<file path="config.mk">
export PLATFORM = sky130hd
export DESIGN_NAME = gbts_ctrl
export DESIGN_NICKNAME = d
export VERILOG_FILES = /design/src/sv/gbts_pkg.sv /design/src/sv/gbts_ctrl.sv
export SDC_FILE = /design/constraint.sdc
export NUM_CORES = 1
export LEC_CHECK = 0
export ABC_AREA = 1
export BUFFER_PORTS_ARGS = -buffer_cell sky130_fd_sc_hd__buf_2
export CORE_AREA = 2 2 39 41
export DETAILED_ROUTE_END_ITERATION = 16
export DIE_AREA = 0 0 41 43
export GPL_TIMING_DRIVEN = 1
export SLEW_MARGIN = 20
export SYNTH_ARGS = -nofsm -noshare
export SYNTH_HDL_FRONTEND = slang
export SYNTH_SLANG_ARGS = --single-unit
</file>
<file path="constraint.sdc">
create_clock -name clk -period 1 [get_ports clk]
set_input_delay 0.25 -clock clk [delete_from_list [all_inputs] [get_ports clk]]
set_output_delay 0.25 -clock clk [all_outputs]
set_load 0.02 [all_outputs]
</file>
<file path="src/sv/gbts_pkg.sv">
// ----------------------------------------------------------------------------
// gbts_pkg
// Shared constants, codes and control structs of the gap buffer text store.
// ----------------------------------------------------------------------------
package gbts_pkg;

  // Number of byte slots in the character store.
  localparam int CAPACITY = 1024;
  localparam int ADDR_W   = $clog2(CAPACITY);
  localparam int POS_W    = ADDR_W + 1;
  localparam int CHAR_W   = 8;
  localparam int CMD_W    = 2;
  localparam int STAT_W   = 2;

  // Stream payload widths, padded to whole bytes.
  localparam int IN_DATA_W  = 24;
  localparam int OUT_DATA_W = 48;

  // Command codes.
  localparam logic [CMD_W-1:0] CMD_INSERT = 2'd0;
  localparam logic [CMD_W-1:0] CMD_DELETE = 2'd1;
  localparam logic [CMD_W-1:0] CMD_MOVE   = 2'd2;
  localparam logic [CMD_W-1:0] CMD_READ   = 2'd3;

  // Result status codes.
  localparam logic [STAT_W-1:0] ST_DONE  = 2'd0;
  localparam logic [STAT_W-1:0] ST_FULL  = 2'd1;
  localparam logic [STAT_W-1:0] ST_RANGE = 2'd2;

  // Commands from the controller to the datapath.
  typedef struct packed {
    logic load_in;   // capture the accepted transaction
    logic eval;      // latch the status of the command
    logic rd_text;   // read the text byte at the mapped index
    logic capture;   // capture the byte returned by the store
    logic shift_rd;  // read the byte that crosses the gap
    logic shift_wr;  // write it on the far side and slide the gap
    logic apply;     // finish an insert or a delete at the gap
    logic load_out;  // load the result register
  } gbts_cmd_t;

  // Status from the datapath to the controller.
  typedef struct packed {
    logic fault;       // range fault or full gap
    logic is_read;     // the command is a read
    logic need_left;   // the gap must slide toward the front
    logic need_right;  // the gap must slide toward the back
  } gbts_stat_t;

endpackage

</file>
<file path="src/sv/gbts_ctrl.sv">
// ----------------------------------------------------------------------------
// gbts_ctrl
// Command sequencer: checks, gap shifting loop, result handoff.
// ----------------------------------------------------------------------------
module gbts_ctrl (
  input  logic                  clk,
  input  logic                  rst_n,
  input  logic                  in_tvalid,
  output logic                  in_tready,
  output logic                  out_tvalid,
  input  logic                  out_tready,
  output gbts_pkg::gbts_cmd_t   ctl,
  input  gbts_pkg::gbts_stat_t  stat
);
  import gbts_pkg::*;

  localparam logic [2:0] S_IDLE     = 3'd0;
  localparam logic [2:0] S_EVAL     = 3'd1;
  localparam logic [2:0] S_RDWAIT   = 3'd2;
  localparam logic [2:0] S_SHIFT    = 3'd3;
  localparam logic [2:0] S_SHIFT_WR = 3'd4;
  localparam logic [2:0] S_APPLY    = 3'd5;
  localparam logic [2:0] S_FINISH   = 3'd6;

  logic [2:0] state_r, state_nxt;
  logic       out_valid_r, out_valid_nxt;

  always_comb begin
    state_nxt = state_r;
    ctl       = '0;
    in_tready = 1'b0;
    unique case (state_r)
      S_IDLE: begin
        in_tready = 1'b1;
        if (in_tvalid) begin
          ctl.load_in = 1'b1;
          state_nxt   = S_EVAL;
        end
      end
      S_EVAL: begin
        ctl.eval = 1'b1;
        if (stat.fault) begin
          state_nxt = S_FINISH;
        end else if (stat.is_read) begin
          ctl.rd_text = 1'b1;
          state_nxt   = S_RDWAIT;
        end else begin
          state_nxt = S_SHIFT;
        end
      end
      S_RDWAIT: begin
        ctl.capture = 1'b1;
        state_nxt   = S_FINISH;
      end
      S_SHIFT: begin
        if (stat.need_left || stat.need_right) begin
          ctl.shift_rd = 1'b1;
          state_nxt    = S_SHIFT_WR;
        end else begin
          state_nxt = S_APPLY;
        end
      end
      S_SHIFT_WR: begin
        ctl.shift_wr = 1'b1;
        state_nxt    = S_SHIFT;
      end
      S_APPLY: begin
        ctl.apply = 1'b1;
        state_nxt = S_FINISH;
      end
      S_FINISH: begin
        if (!out_valid_r || out_tready) begin
          ctl.load_out = 1'b1;
          state_nxt    = S_IDLE;
        end
      end
      default: state_nxt = S_IDLE;
    endcase
  end

  always_comb begin
    out_valid_nxt = out_valid_r;
    if (ctl.load_out) begin
      out_valid_nxt = 1'b1;
    end else if (out_tready) begin
      out_valid_nxt = 1'b0;
    end
  end

  always_ff @(posedge clk) begin
    if (!rst_n) begin
      state_r     <= S_IDLE;
      out_valid_r <= 1'b0;
    end else begin
      state_r     <= state_nxt;
      out_valid_r <= out_valid_nxt;
    end
  end

  assign out_tvalid = out_valid_r;

  // An accepted transaction is always evaluated in the next cycle.
  a_accept_eval: assert property (@(posedge clk) disable iff (!rst_n)
    (in_tvalid && in_tready) |=> state_r == S_EVAL)
    else $error("accepted transaction not evaluated");

  // A store write always follows the read that fetched its byte.
  a_wr_after_rd: assert property (@(posedge clk) disable iff (!rst_n)
    ctl.shift_wr |-> $past(ctl.shift_rd))
    else $error("shift write without a preceding read");

  // A waiting result is never overwritten.
  a_no_overwrite: assert property (@(posedge clk) disable iff (!rst_n)
    ctl.load_out |-> (!out_valid_r || out_tready))
    else $error("result register overwritten");

endmodule

</file>
==> qor.txt <==
Synth Net Count: 59
Seq cells post-synth: 4
PwrDens: 2242 nW/um2
via-per-instance ratio: 4.078
Yosys warnings: 0
vias in the first global route: 350
drt wl/cell: 8.165 um
total track usage: 11.66%
core area: 1384 um2
final clock skew: 0.008337 ns
ant diodes: 0
CTS Buf Count: 3
num ports: 18
Post-Syn Area: 279.0 um2
worst vdd ir: 1121 uV
min-delay worst type: in -> reg
Final WS setup: -0.3085 ns
share of cells above drive strength 1: 67.82%
die area: 1763 um2
Final ANT Viol Nets: 0
I/O Buffers: 17
Post-Place Cells: 99
Slew Viols, Final: 0
top cells by area, synth: dfxtp_1 (29%), inv_1 (16%), nor2_1 (13%)
Layout area overhead: 141.3%
Setup-failing EPs final: 10
Hold Fails Final Rpt: 0
syn avg cell area: 5.471 um2
Via Count: 420
Initial Util: 20.16%
RSZ-0062 raised after global routing: true
worst skew pair latency: 0.24 ns
startpoint types: flop
register area share after synthesis: 28.70%
Netlist cell types: 12
grt total ovfl: 0
Post-CTS Setup Bufs: 0
Mapped Cells: 51
Pre-antenna DRT Iters: 4
Crit Path Class: reg -> out
Residual DRC: 0
FMAX: 764.2 MHz
Worst-Margin Slew: 0.2334 ns
Yosys top cell by area: dfxtp_1
global-route wire length before repair: 1.331 mm
number of max-cap violations: 0
initial drt markers: 2
final worst-path cycle share: 130.9%
clock transition at the registers of the reported paths: 0.04 ns
Layout Nets: 96
Leak Pwr: 0.3562 nW
status: complete, but fails checks
Setup crit end kind: output port
WL final: 841 um
Clock Tree Buf Depth: 2
Post-DP HPWL: 686.4 um
Final TNS setup: -2.541 ns
violated checks: negative setup slack
CP max FO: 4
H-tree depth: 1
hold_buf cts: 0
fin cells: 103
gpl congestion: 0.7224
CP required: 0.75 ns
largest net degree at the start of global routing: 6
row cnt: 14
root buffer cell: clkbuf_4
fin crit period: 1.309 ns
die height: 43 um
Die X: 41 um
CTS tree: built
top cell type's share of synthesized area: 28.70%
initial antenna violation count: 0
max_slew headroom: 84.38%
post-place setup slack: -0.1512 ns
CP arrival: 1.06 ns
Sink Count: 4
cell usage in the layout, fill, tap and decap left out:
| cell | count |
|---|---|
| nor3_2 | 2 |
| clkbuf_1 | 1 |
| a21oi_1 | 2 |
| clkbuf_4 | 3 |
| nor2_4 | 5 |
| nand3_1 | 4 |
| buf_6 | 8 |
| nand2_2 | 5 |
| o21ai_1 | 1 |
| nor3_4 | 2 |
| inv_2 | 3 |
| nand4_1 | 1 |
| nor2_1 | 5 |
| buf_4 | 17 |
| nand2_1 | 5 |
| dfxtp_2 | 1 |
| buf_2 | 8 |
| inv_1 | 9 |
| dfxtp_4 | 3 |
| inv_4 | 2 |
cells in the mapped netlist:
| cell type | number |
|---|---|
| o21ai_1 | 1 |
| a21oi_1 | 2 |
| nand2_1 | 9 |
| dfxtp_1 | 4 |
| nor3_1 | 4 |
| nand2_2 | 1 |
| buf_4 | 1 |
| inv_2 | 2 |
| nand3_1 | 4 |
| inv_1 | 12 |
| nand4_1 | 1 |
| nor2_1 | 10 |
logic make-up after synthesis:
family | synth area share [%]
and+or+nand+nor | 44.40
buffers and inverters | 21.53
DFF | 28.70
AOI/OAI and AO/OA | 5.380
repair_timing:
item / in CTS / in global routing
gates resized for setup: 16 / 18
setup endpoints to repair: 11 / 12
gates cloned: 0 / 0
pin swaps: 4 / 4
per-layer routing:
metal / part of all wire (%) / global-route usage, % / up-vias
met3: 3.4 / 3.141 / 3
met2: 54 / 18.13 / 10
met4: 3.2 / 10.00 / 0
li1: - / - / 222
met5: 0 / 0 / -
met1: 39 / 11.94 / 185
state kept, by name (all words and copies together) (netlist names):
register	cells
state_r	3
out_tvalid	1
where the power goes:
group | internal [mW] | total [mW] | switching (mW) | leakage (nW)
registers | 0.222 | 0.303 | 0.0813 | 0.0353
clock network | 0.150 | 0.228 | 0.0775 | 0.0150
logic | 0.500 | 0.979 | 0.479 | 0.306
final timing paths:
check	startpoint	end	slack [ns]	depth (start not counted)
worst max-delay path	state_r[2]	ctl[1]	-0.31	4
worst min-delay path	rst_n	state_r[1]	0.28	3
worst max register to register	state_r[1]	state_r[0]	-0.01	7
worst min register to register	out_tvalid	state_r[2]	0.66	5
final cells by class:
| type | instances | area [um2] |
|---|---|---|
| clock buffers | 4 | 26.28 |
| fillers | 138 | 710.7 |
| inverters | 14 | 57.56 |
| multi-input cells | 32 | 219.0 |
| flip-flops and latches | 4 | 92.59 |
| well taps | 16 | 20.02 |
| repair buffers | 33 | 257.7 |
critical path: stages, from the launching register on:
cell and delay [ns]:
dfxtp_4 0.37, inv_4 0.05, buf_6 0.10, nor3_2 0.13, buf_4 0.15
through the flow:
step                      instance area [um2]  power (mW)  utilization (%)  hold slack (ns)
after floorplan                         329.1      0.6684                -           0.3741
after global placement                  546.8       1.053            39.51           0.5152
after detailed placement                546.8       1.058            39.51           0.5161
after CTS                               620.6       1.391            44.85           0.2546
after global routing                    673.1       1.638            48.64           0.2812
final                                   673.1       1.509            48.64           0.2787
Note: power is estimated with default switching activity, not from simulation.
